File: src/rtl/dashed_line_quad_generator_top_macros.svh
// assertion helpers for the rtl
`ifndef DASHED_LINE_QUAD_GENERATOR_TOP_MACROS_SVH
`define DASHED_LINE_QUAD_GENERATOR_TOP_MACROS_SVH

// same-cycle implication, clocked on clock, quiet during reset
`define DLQ_ASSERT_NOW(label, ante, cons, msg) \
   label: assert property (@(posedge clock) disable iff (reset) (ante) |-> (cons)) \
      else $error(msg);

// next-cycle implication
`define DLQ_ASSERT_NEXT(label, ante, cons, msg) \
   label: assert property (@(posedge clock) disable iff (reset) (ante) |=> (cons)) \
      else $error(msg);

`endif

File: src/rtl/dlq_pkg.sv
`timescale 1ns / 1ps
`default_nettype none
package dlq_pkg;

   // field and datapath widths
   localparam int IN_W       = 16;
   localparam int W_W        = 12;
   localparam int FILL_W     = 9;
   localparam int DIFF_W     = 17;
   localparam int SQ_W       = 34;
   localparam int ROOT_W     = 17;
   localparam int SREM_W     = 19;
   localparam int SQRT_STEPS = 17;
   localparam int DIV_NUM_W  = 30;
   localparam int DIV_STEPS  = 30;
   localparam int QUO_W      = 16;
   localparam int PERIOD_W   = 14;
   localparam int DRAWN_W    = 15;
   localparam int T_W        = 21;
   localparam int CNT_W      = 6;
   localparam int STEP_W     = 5;
   localparam int PROD_W     = 38;
   localparam int WIDE_W     = 40;
   localparam int UNIT_SHIFT = 14;
   localparam int OFF_SHIFT  = 15;
   localparam int LANES      = 3;
   localparam int LANE_X     = 0;
   localparam int LANE_Y     = 1;
   localparam int LANE_N     = 2;

   localparam logic [FILL_W-1:0] FILL_FULL  = 9'd256;
   localparam logic [FILL_W-1:0] FILL_RESET = 9'd128;

   typedef enum logic [3:0] {
      ST_IDLE,
      ST_SQUARE,
      ST_SQRT,
      ST_DIV_INIT,
      ST_DIV,
      ST_SCALE,
      ST_OFFSET,
      ST_DASH_MUL,
      ST_DASH_OUT
   } state_type;

   typedef struct packed {
      logic load;
      logic square;
      logic sqrt_step;
      logic div_init;
      logic div_step;
      logic scale;
      logic offset;
      logic dash_mul;
      logic out_load;
      logic dash_next;
   } cmd_type;

   typedef struct packed {
      logic len_zero;
      logic last;
   } status_type;

   // signed shift right by s with rounding half away from zero
   function automatic logic signed [WIDE_W-1:0] round_shift(
      input logic signed [WIDE_W-1:0] v, input int s);
      logic [WIDE_W-1:0] mag;
      mag = v[WIDE_W-1] ? WIDE_W'(-v) : WIDE_W'(v);
      mag = (mag + (WIDE_W'(1) << (s - 1))) >> s;
      return v[WIDE_W-1] ? -$signed(mag) : $signed(mag);
   endfunction

endpackage
`default_nettype wire

File: src/rtl/dlq_ctrl.sv
`timescale 1ns / 1ps
`default_nettype none
`include "dashed_line_quad_generator_top_macros.svh"
module dlq_ctrl
   import dlq_pkg::*;
(
   input  wire logic       clock,
   input  wire logic       reset,
   input  wire logic       req_valid,
   output logic            req_ready,
   output logic            rsp_valid,
   input  wire logic       rsp_ready,
   input  wire status_type status,
   output cmd_type         cmd
);

   state_type          state_ff, state_in;
   logic [STEP_W-1:0]  step_ff, step_in;
   logic               rsp_valid_ff, rsp_valid_in;
   logic               out_free;

   assign out_free  = !rsp_valid_ff || rsp_ready;
   assign rsp_valid = rsp_valid_ff;

   // next state
   always_comb begin
      state_in = state_ff;
      unique case (state_ff)
         ST_IDLE:     if (req_valid) state_in = ST_SQUARE;
         ST_SQUARE:   state_in = ST_SQRT;
         ST_SQRT:     if (step_ff == STEP_W'(SQRT_STEPS - 1)) state_in = ST_DIV_INIT;
         ST_DIV_INIT: state_in = status.len_zero ? ST_SCALE : ST_DIV;
         ST_DIV:      if (step_ff == STEP_W'(DIV_STEPS - 1)) state_in = ST_SCALE;
         ST_SCALE:    state_in = ST_OFFSET;
         ST_OFFSET:   state_in = ST_DASH_MUL;
         ST_DASH_MUL: state_in = ST_DASH_OUT;
         ST_DASH_OUT: if (out_free) state_in = status.last ? ST_IDLE : ST_DASH_MUL;
         default:     state_in = ST_IDLE;
      endcase
   end

   // commands to the datapath
   always_comb begin
      cmd       = '0;
      req_ready = 1'b0;
      unique case (state_ff)
         ST_IDLE: begin
            req_ready = 1'b1;
            cmd.load  = req_valid;
         end
         ST_SQUARE:   cmd.square    = 1'b1;
         ST_SQRT:     cmd.sqrt_step = 1'b1;
         ST_DIV_INIT: cmd.div_init  = 1'b1;
         ST_DIV:      cmd.div_step  = 1'b1;
         ST_SCALE:    cmd.scale     = 1'b1;
         ST_OFFSET:   cmd.offset    = 1'b1;
         ST_DASH_MUL: cmd.dash_mul  = 1'b1;
         ST_DASH_OUT: begin
            cmd.out_load  = out_free;
            cmd.dash_next = out_free && !status.last;
         end
         default: cmd = '0;
      endcase
   end

   // iteration counter and output valid
   always_comb begin
      step_in      = (state_ff == ST_SQRT || state_ff == ST_DIV) ? step_ff + 1'b1 : '0;
      rsp_valid_in = cmd.out_load ? 1'b1 : (rsp_ready ? 1'b0 : rsp_valid_ff);
   end

   always_ff @(posedge clock) begin
      if (reset) begin
         state_ff     <= ST_IDLE;
         step_ff      <= '0;
         rsp_valid_ff <= 1'b0;
      end else begin
         state_ff     <= state_in;
         step_ff      <= step_in;
         rsp_valid_ff <= rsp_valid_in;
      end
   end

   `DLQ_ASSERT_NEXT(a_accept_starts, req_valid && req_ready, state_ff == ST_SQUARE, "accepted segment did not start")
   `DLQ_ASSERT_NEXT(a_quad_shown, state_ff == ST_DASH_OUT && out_free, rsp_valid_ff, "loaded quad not presented")
   `DLQ_ASSERT_NOW(a_sqrt_bound, state_ff == ST_SQRT, step_ff < STEP_W'(SQRT_STEPS), "root iteration overran")

endmodule
`default_nettype wire

File: config.mk
export PLATFORM = sky130hd
export DESIGN_NAME = dlq_ctrl
export DESIGN_NICKNAME = d
export VERILOG_FILES = /design/src/rtl/dlq_pkg.sv /design/src/rtl/dlq_ctrl.sv
export VERILOG_INCLUDE_DIRS = /design/src /design/src/rtl
export SDC_FILE = /design/constraint.sdc
export NUM_CORES = 1
export LEC_CHECK = 0
export BUFFER_PORTS_ARGS = -buffer_cell sky130_fd_sc_hd__buf_2
export CAP_MARGIN = 10
export CORE_AREA = 2 2 39 41
export CTS_BUF_LIST = sky130_fd_sc_hd__clkbuf_4 sky130_fd_sc_hd__clkbuf_8
export DETAILED_ROUTE_END_ITERATION = 6
export DIE_AREA = 0 0 41 43
export GPL_ROUTABILITY_DRIVEN = 0
export HOLD_SLACK_MARGIN = 0.05
export PLACE_DENSITY = 0.73
export SLEW_MARGIN = 20
export SYNTH_ARGS = -nofsm -noshare
export SYNTH_HDL_FRONTEND = slang
export SYNTH_SLANG_ARGS = --single-unit
File: constraint.sdc
create_clock -name clock -period 1.6 [get_ports clock]
set_input_delay 0.08 -clock clock [delete_from_list [all_inputs] [get_ports clock]]
set_output_delay 0.08 -clock clock [all_outputs]
set_load 0.005 [all_outputs]
==> metrics, run 1 <==
fin crit share=90.9%; Starting Density=45.0%; internal power=0.418 mW; vias in the first global route=505; Slew headroom=71.6%; Fmax=0.688 GHz; Yosys Warn Count=0; Sw Share=27.9%; via count=578; Crit Path Class=register to output port; total grt overflow=0; status=finished, final reports clean; DRC viols=0; TritonRoute pass-1 iters=6; Ant. Diodes=0; clk_lat worst skew=0.26 ns; maximum VDD drop=0.405 mV; Mapped Cells=76; Pwr per Cell Area=761 nW/µm²; multi-input logic area=385 µm²; maximum clock insertion buffer count=2; Fillers=133; Avg Cell Area, Syn=8.20 µm²; sw power=0.162 mW; Max Cap Violations=0; initial DRC count=5; most common cell after layout, fill and taps aside=buf_2; Reg-to-Reg Start=state_ff[2]; Critical Path RT=1.52 ns; CP max FO=9; Hold Vio Cnt, Final=0; largest net degree at the start of global routing=15; RSZ-0062 raised after global routing=no; Die H=43 µm; Worst R2R Setup Slack=0.28 ns; Final Util=55.2%; FF-to-FF path depth=3; Clk pin slew, worst setup/hold paths=0.06 ns; Clk network pwr share=27.4%; fin. max-slew vios=0; Setup violations, final=0; Final Skew=0.00352 ns; post-route minimum period=1.45 ns; Critical Path AT=1.37 ns; Worst Max-Slew Pin Slew=0.419 ns; Startpoint Class=register; crit path capture type=output port; initial antenna violation count=0; first-pass GRT wire length=1950 µm; Vias/cell=5.21; CP Capture Point=cmd[0]; Mapped Area=623 µm²; Pleak=0.337 nW; Die Area=1760 µm²; CTS tree=built; CTS root buffer=clkbuf_4; port bufs=17; dpl ws=0.250 ns; commonest cells after routing, fill and taps aside=17 x buf_2, 11 x nor2_1, 8 x dfxtp_1; die width=41 µm; Reg area=203 µm²; Core ar.=1380 µm²; Combinational Power Share=25.7%; Final TNS setup=0 ns; hpwl dp=917 µm; flops & latches, synth=10; number of nets in the layout=106; Hold Crit Class=input pin to register; H-tree depth=1; Worst R2R End=state_ff[0]; share of cells above drive strength 1=30.5%; TritonCTS Buffers=3; clk sinks=10; total detailed-routing wirelength=1190 µm; Sequential Power Share=47.0%; Ports=18; syn_nets=85; DR WL/cell=10.8 µm; CP startpoint=state_ff[2]; Distinct cells, synth=32; Total Power=0.580 mW; gr usage total=16.0%; Core Rows=14; synth-to-layout area growth=22.5%; post-synthesis sequential area ratio=32.1%; antenna viol nets, final=0; Setup WS post-layout=0.146 ns
## state kept, by name, summed over array words and instances, names as in the netlist
| register | count |
|---|---|
| rsp_valid | 1 |
| state_ff | 4 |
| step_ff | 5 |
## worst max-delay path, stage by stage, from the launching register on
cell     delay [ns]
dfxtp_2        0.35
buf_4          0.16
nor3_4         0.23
nand2_1        0.13
nor3_2         0.11
buf_2          0.13
## area by class of cell
class,instances,area share [%]
multi-input cells,57,50.5
flip-flops and latches,10,26.6
repair buffers,21,15.4
clock buffers,3,2.95
well taps,16,2.62
inverters,4,1.97
## power groups by stage
stage	logic (mW)	clock network (mW)	registers, mW
6_report	0.149	0.159	0.273
5_1_grt	0.168	0.184	0.274
4_1_cts	0.143	0.169	0.271
3_5_place_dp	0.140	0	0.277
3_3_place_gp	0.140	0	0.276
2_1_floorplan	0.0966	0	0.274
## worst min-delay path by stage
stage / slack (ns) / start / depth (start not counted) / end
final: 0.15 / rsp_ready / 4 / state_ff[3]
after global placement: 0.29 / reset / 2 / rsp_valid
after detailed placement: 0.29 / reset / 2 / rsp_valid
after floorplan: 0.15 / reset / 1 / rsp_valid
after CTS: 0.14 / rsp_ready / 4 / state_ff[3]
after global routing: 0.17 / status[0] / 4 / state_ff[1]
## kinds of logic (layout without fill, tap and decap cells)
family	count (synthesis)	after routing	share of synthesized area [%]
adders and majority gates	3	3	6.02
xor gates and xnor gates	4	4	5.62
buffers and inverters	9	28	7.83
and+or+nand+nor	40	40	36.1
AOI/OAI and AO/OA	10	10	12.3
DFF	10	10	32.1
## through the flow
stage               cells  hold slack, ns  area (µm²)
finish                111           0.152         763
global route          111           0.170         763
CTS                   111           0.141         749
detailed placement    107           0.293         717
global placement      107           0.292         717
floorplan              76           0.149         623
## cells in the mapped netlist (all sizes together)
library cell,instances,share of area [%]
xor2,3,4.2
a21boi,1,1.2
nor3,5,4.8
a32oi,1,2.6
and2,1,1.0
and3b,1,1.4
or2b,1,1.2
or2,1,1.0
nand2b,3,3.0
dfxtp,10,32
o31a,1,1.4
or4,1,1.2
nor4b,1,1.4
nor2,11,6.6
xnor2,1,1.4
a21o,1,1.2
nand3,3,2.4
a311oi,1,1.4
ha,3,6.0
and4,1,1.4
nor2b,2,2.0
inv,4,2.4
nand2,4,2.4
buf,5,5.4
nor4,4,5.0
nand3b,1,1.2
o21bai,1,1.2
a21oi,4,3.2
## metal layers
metal | vias to the layer above | global-route usage (%) | part of all wire, %
met5 | - | 0 | 0
met4 | 0 | 8.00 | 1.3
met3 | 2 | 3.14 | 5.0
met2 | 15 | 25.9 | 47
met1 | 257 | 19.0 | 46
li1 | 304 | - | -
## timing repair
item | CTS | global route
hold buffers | 1 | 0
hold endpoints to repair | 2 | 0
setup buffers | 0 | 0
gates resized for setup | 0 | 4
endpoints found under the setup margin | 0 | 4
No activity file was read; power rests on OpenSTA's default activity.
==> run 2: changes to the inputs <==
--- a/config.mk
+++ b/config.mk
@@ -14,7 +14,7 @@
 export DIE_AREA = 0 0 41 43
 export GPL_ROUTABILITY_DRIVEN = 0
 export HOLD_SLACK_MARGIN = 0.05
-export PLACE_DENSITY = 0.73
+export PLACE_DENSITY = 0.75
 export SLEW_MARGIN = 20
 export SYNTH_ARGS = -nofsm -noshare
 export SYNTH_HDL_FRONTEND = slang
==> metrics, run 2 (synthesis results as in run 1) <==
Hold Vio Cnt, Final=0 (unchanged); CP max FO=7 (-2); fin crit share=92.5% (+1.6 points); Area after DPL=717 µm² (unchanged); number of nets in the layout=106 (unchanged); Starting Density=45.0% (unchanged); Final Skew=0.00242 ns (-0.00110 ns); maximum VDD drop=0.430 mV (+6.3%); H-tree depth=1 (unchanged); initial antenna violation count=0 (unchanged); Ports=18 (unchanged); CTS root buffer=clkbuf_4; vias in the first global route=514 (+1.8%); clk_lat worst skew=0.27 ns (about the same); crit path capture type=output port; total grt overflow=0 (unchanged); Core Rows=14 (unchanged); hpwl dp=985 µm (+7.4%); Clk pin slew, worst setup/hold paths=0.07 ns (about the same); Max Cap Violations=0 (unchanged); antenna viol nets, final=0 (unchanged); internal power=0.470 mW (+12%); die width=41 µm (unchanged); Sequential Power Share=42.2% (-4.8 points); sw power=0.180 mW (+11%); synth-to-layout area growth=24.7%; Hold Crit Class=input pin to register; commonest cells after routing, fill and taps aside=17 x buf_2, 11 x nor2_1, 8 x dfxtp_1; Crit Path Class=register to output port; Critical Path RT=1.52 ns (about the same); initial DRC count=2 (-3); Clk network pwr share=35.0% (+7.6 points); port bufs=17 (unchanged); Largest register FFs=5 (unchanged); post-route minimum period=1.48 ns (+0.0261 ns); Ant. Diodes=0 (unchanged); Pwr per Cell Area=837 nW/µm² (+10%); Sw Share=27.7% (-0.24 points); maximum clock insertion buffer count=2 (unchanged); CTS tree=built; Fmax=0.676 GHz (-1.8%); Slew headroom=69.7% (-1.9 points); TritonCTS Buffers=3 (unchanged); Setup violations, final=0 (unchanged); via count=591 (+2.2%); fin. max-slew vios=0 (unchanged); TritonRoute pass-1 iters=4 (-2); Die H=43 µm (unchanged); total detailed-routing wirelength=1270 µm (+6.4%); DRC viols=0 (unchanged); Critical Path AT=1.40 ns (+0.03 ns); largest net degree at the start of global routing=15 (unchanged); first-pass GRT wire length=2080 µm (+6.4%); Pleak=0.344 nW (+2.1%); Core ar.=1380 µm² (unchanged); DR WL/cell=11.3 µm (+5.4%); most common cell after layout, fill and taps aside=buf_2; Final TNS setup=0 ns (unchanged); Die Area=1760 µm² (unchanged); Vias/cell=5.28 (+1.3%); clk sinks=10 (unchanged); Combinational Power Share=22.8% (-2.9 points); setup bufs post-CTS=0 (unchanged); share of cells above drive strength 1=31.3% (+0.72 points); Design Area, Final=777 µm² (+1.8%); Top reg by flops=step_ff; gr usage total=17.7% (+1.6 points); status=finished, final reports clean; Worst Max-Slew Pin Slew=0.447 ns (+0.0280 ns); Startpoint Class=register
[run 2: changes by cell type in the layout (fill, tap and decap cells not counted), sizes merged]
cell,previous run,this run
clkbuf,3,4
[run 2: repair_timing]
action	4_1_cts	5_1_grt
endpoints found under the setup margin	0	3
endpoints found under the hold margin	2	0
resized for setup	0	4
hold buffers	1	0
[run 2: final timing paths]
kind,from,endpoint,slack [ns],cells after the start
worst max register to register,state_ff[2],state_ff[0],0.24,3
worst max-delay path,state_ff[2],cmd[2],0.12,4
worst min register to register,step_ff[0],step_ff[0],0.49,1
worst min-delay path,rsp_ready,rsp_valid,0.14,3
[run 2: layer usage]
layer / wire length (µm) / GRT usage, %
met5: 0 / 0
met4: 36 / 12.0
met3: 68 / 3.14
met2: 612 / 29.4
met1: 552 / 18.6
[run 2: worst max-delay path, stage by stage, from the launching register on]
cell     delay, ns
dfxtp_2       0.41
or2b_1        0.31
or2_1         0.26
inv_1         0.05
buf_2         0.10
[run 2: metrics by stage]
| stage | total power [mW] | cells | setup WS (ns) | utilization, % | hold slack [ns] |
|---|---|---|---|---|---|
| floorplan | 0.371 | 76 | 0.365 | - | 0.149 |
| global placement | 0.415 | 107 | 0.282 | 51.8 | 0.287 |
| detailed placement | 0.419 | 107 | 0.233 | 51.8 | 0.298 |
| CTS | 0.650 | 112 | 0.0600 | 55.2 | 0.132 |
| global route | 0.691 | 112 | -0.00269 | 56.1 | 0.159 |
| finish | 0.650 | 112 | 0.120 | 56.1 | 0.137 |
[run 2: power by group through the flow]
| stage | combinational [mW] | clock (mW) | sequential (mW) |
|---|---|---|---|
| final | 0.148 | 0.228 | 0.274 |
| after global routing | 0.166 | 0.249 | 0.277 |
| after CTS | 0.143 | 0.234 | 0.272 |
| after detailed placement | 0.141 | 0 | 0.278 |
| after global placement | 0.138 | 0 | 0.278 |
| after floorplan | 0.0966 | 0 | 0.274 |
[run 2: layout make-up]
class | instances | area (µm²)
Clock buffer | 4 | 36.3
Fill cell | 144 | 607
Inverter | 4 | 15.0
Multi-Input combinational cell | 57 | 385
Sequential cell | 10 | 203
Tap cell | 16 | 20.0
Timing Repair Buffer | 21 | 118
==> run 3: changes to the inputs <==
--- a/config.mk
+++ b/config.mk
@@ -8,13 +8,14 @@
 export LEC_CHECK = 0
 export BUFFER_PORTS_ARGS = -buffer_cell sky130_fd_sc_hd__buf_2
 export CAP_MARGIN = 10
-export CORE_AREA = 2 2 39 41
-export CTS_BUF_LIST = sky130_fd_sc_hd__clkbuf_4 sky130_fd_sc_hd__clkbuf_8
+export CELL_PAD_IN_SITES_DETAIL_PLACEMENT = 2
+export CELL_PAD_IN_SITES_GLOBAL_PLACEMENT = 2
+export CORE_ASPECT_RATIO = 1.5
+export CORE_UTILIZATION = 27
 export DETAILED_ROUTE_END_ITERATION = 6
-export DIE_AREA = 0 0 41 43
 export GPL_ROUTABILITY_DRIVEN = 0
 export HOLD_SLACK_MARGIN = 0.05
-export PLACE_DENSITY = 0.75
+export PLACE_DENSITY = 0.76
 export SLEW_MARGIN = 20
 export SYNTH_ARGS = -nofsm -noshare
 export SYNTH_HDL_FRONTEND = slang
==> metrics, run 3 (synthesis results as in run 1) <==
gr usage total=14.9% (-2.7 points); Crit Path Class=register to output port; vias in the first global route=589 (+15%); CP Capture Point=cmd[2]; total detailed-routing wirelength=1610 µm (+27%); Startpoint Class=register; Reg-to-Reg Start=state_ff[2]; TritonCTS Buffers=3 (unchanged); clk sinks=10 (unchanged); initial DRC count=0 (-2); post-route minimum period=1.48 ns (-0.000130 ns); commonest cells after routing, fill and taps aside=17 x buf_2, 11 x nor2_1, 8 x dfxtp_1, 5 x buf_4; Pleak=0.345 nW (+0.23%); internal power=0.425 mW (-9.7%); DRC viols=0 (unchanged); clk_lat worst skew=0.26 ns (about the same); Fmax=0.676 GHz (about the same); most common cell after layout, fill and taps aside=buf_2; Worst R2R End=state_ff[0]; Hold Vio Cnt, Final=0 (unchanged); maximum VDD drop=0.376 mV (-12%); Ant. Diodes=0 (unchanged); Clk network pwr share=28.2% (-6.8 points); Clk pin slew, worst setup/hold paths=0.07 ns (about the same); Die H=60.8 µm (+41%); port bufs=17 (unchanged); fin. max-slew vios=0 (unchanged); Core Rows=20 (+6); DR WL/cell=13.5 µm (+19%); Largest register FFs=5 (unchanged); Critical Path RT=1.52 ns (about the same); antenna viol nets, final=0 (unchanged); Combinational Power Share=25.8% (+3.0 points); die width=41.2 µm (+0.55%); number of nets in the layout=108 (+1.9%); total grt overflow=0 (unchanged); Top reg by flops=step_ff; CTS root buffer=clkbuf_4; fin crit share=92.5% (about the same); sw power=0.179 mW (-0.80%); synth-to-layout area growth=25.3%; Final Util=37.1% (-19 points); Final TNS setup=0 ns (unchanged); Critical Path AT=1.40 ns (about the same); Max Cap Violations=0 (unchanged); setup bufs post-CTS=0 (unchanged); Setup violations, final=0 (unchanged); Fillers=273 (+90%); CP max FO=10 (+3); share of cells above drive strength 1=30.9% (-0.32 points); CP startpoint=state_ff[2]; TritonRoute pass-1 iters=1 (-3); Hold Crit Class=input pin to register; first-pass GRT wire length=2490 µm (+20%); Core ar.=2100 µm² (+52%); H-tree depth=1 (unchanged); maximum clock insertion buffer count=2 (unchanged); crit path capture type=output port; Sw Share=29.6% (+1.9 points); Worst Max-Slew Pin Slew=0.457 ns (+0.00974 ns); status=finished, final reports clean; Pwr per Cell Area=773 nW/µm² (-7.7%); Slew headroom=69.2% (-0.51 points); Sequential Power Share=46.1% (+3.9 points); FF-to-FF path depth=3 (unchanged); Ports=18 (unchanged); initial antenna violation count=0 (unchanged); Die Area=2510 µm² (+42%); Starting Density=29.6% (-15 points); Worst R2R Setup Slack=0.25 ns (about the same); hpwl dp=1350 µm (+37%); Vias/cell=5.08 (-3.7%); CTS tree=built; via count=605 (+2.4%); Final Skew=0.00786 ns (+0.00544 ns); largest net degree at the start of global routing=11 (-4); RSZ-0062 raised after global routing=no
## run 3: changes by cell type in the layout (fill, tap and decap cells not counted), sizes merged
cell and change:
clkbuf -1, buf +2
## run 3: metrics by stage
step / hold WS [ns] / total power [mW] / cell area, µm² / std cells / setup slack (ns)
floorplan: 0.149 / 0.371 / 623 / 76 / 0.365
global placement: 0.300 / 0.426 / 739 / 115 / 0.227
detailed placement: 0.316 / 0.434 / 739 / 115 / 0.174
CTS: 0.156 / 0.607 / 772 / 119 / 0.00882
global route: 0.182 / 0.643 / 781 / 119 / 0.0241
finish: 0.154 / 0.603 / 781 / 119 / 0.120
## run 3: layout make-up
type,count,area [µm²],area share [%]
Inverter,4,15.0,1.92
Sequential cell,10,203,26.0
Timing Repair Buffer,23,133,17.0
Tap cell,22,27.5,3.53
Multi-Input combinational cell,57,380,48.7
Clock buffer,3,22.5,2.88
## run 3: power groups by stage
stage | clock network [mW] | logic [mW] | registers [mW]
4_1_cts | 0.177 | 0.153 | 0.278
2_1_floorplan | 0 | 0.0966 | 0.274
6_report | 0.170 | 0.155 | 0.278
5_1_grt | 0.187 | 0.175 | 0.280
3_3_place_gp | 0 | 0.145 | 0.281
3_5_place_dp | 0 | 0.150 | 0.284
## run 3: worst min path at each step
stage,from,to,depth (start not counted)
2_1_floorplan,reset,rsp_valid,1
3_3_place_gp,reset,state_ff[3],2
3_5_place_dp,reset,state_ff[3],2
4_1_cts,rsp_ready,state_ff[3],4
5_1_grt,rsp_ready,state_ff[3],4
6_report,rsp_ready,state_ff[3],4
## run 3: routing by layer
| layer | share of wire [%] | wire length, µm | global-route usage [%] | vias up |
|---|---|---|---|---|
| li1 | - | - | - | 308 |
| met1 | 41 | 660 | 16.0 | 278 |
| met2 | 54 | 867 | 26.1 | 14 |
| met3 | 3.0 | 48 | 3.30 | 5 |
| met4 | 2.0 | 33 | 6.91 | 0 |
| met5 | 0 | 0 | 0 | - |
## run 3: timing repair
item,in CTS,in global routing
gates resized for setup,0,3
setup endpoints to repair,0,3
hold endpoints to repair,2,0
hold buffers,1,0
## run 3: worst max-delay path: stages (launching register included)
cell	delay (ns)
dfxtp_2	0.41
or2b_1	0.31
or2_1	0.27
inv_1	0.05
buf_2	0.10
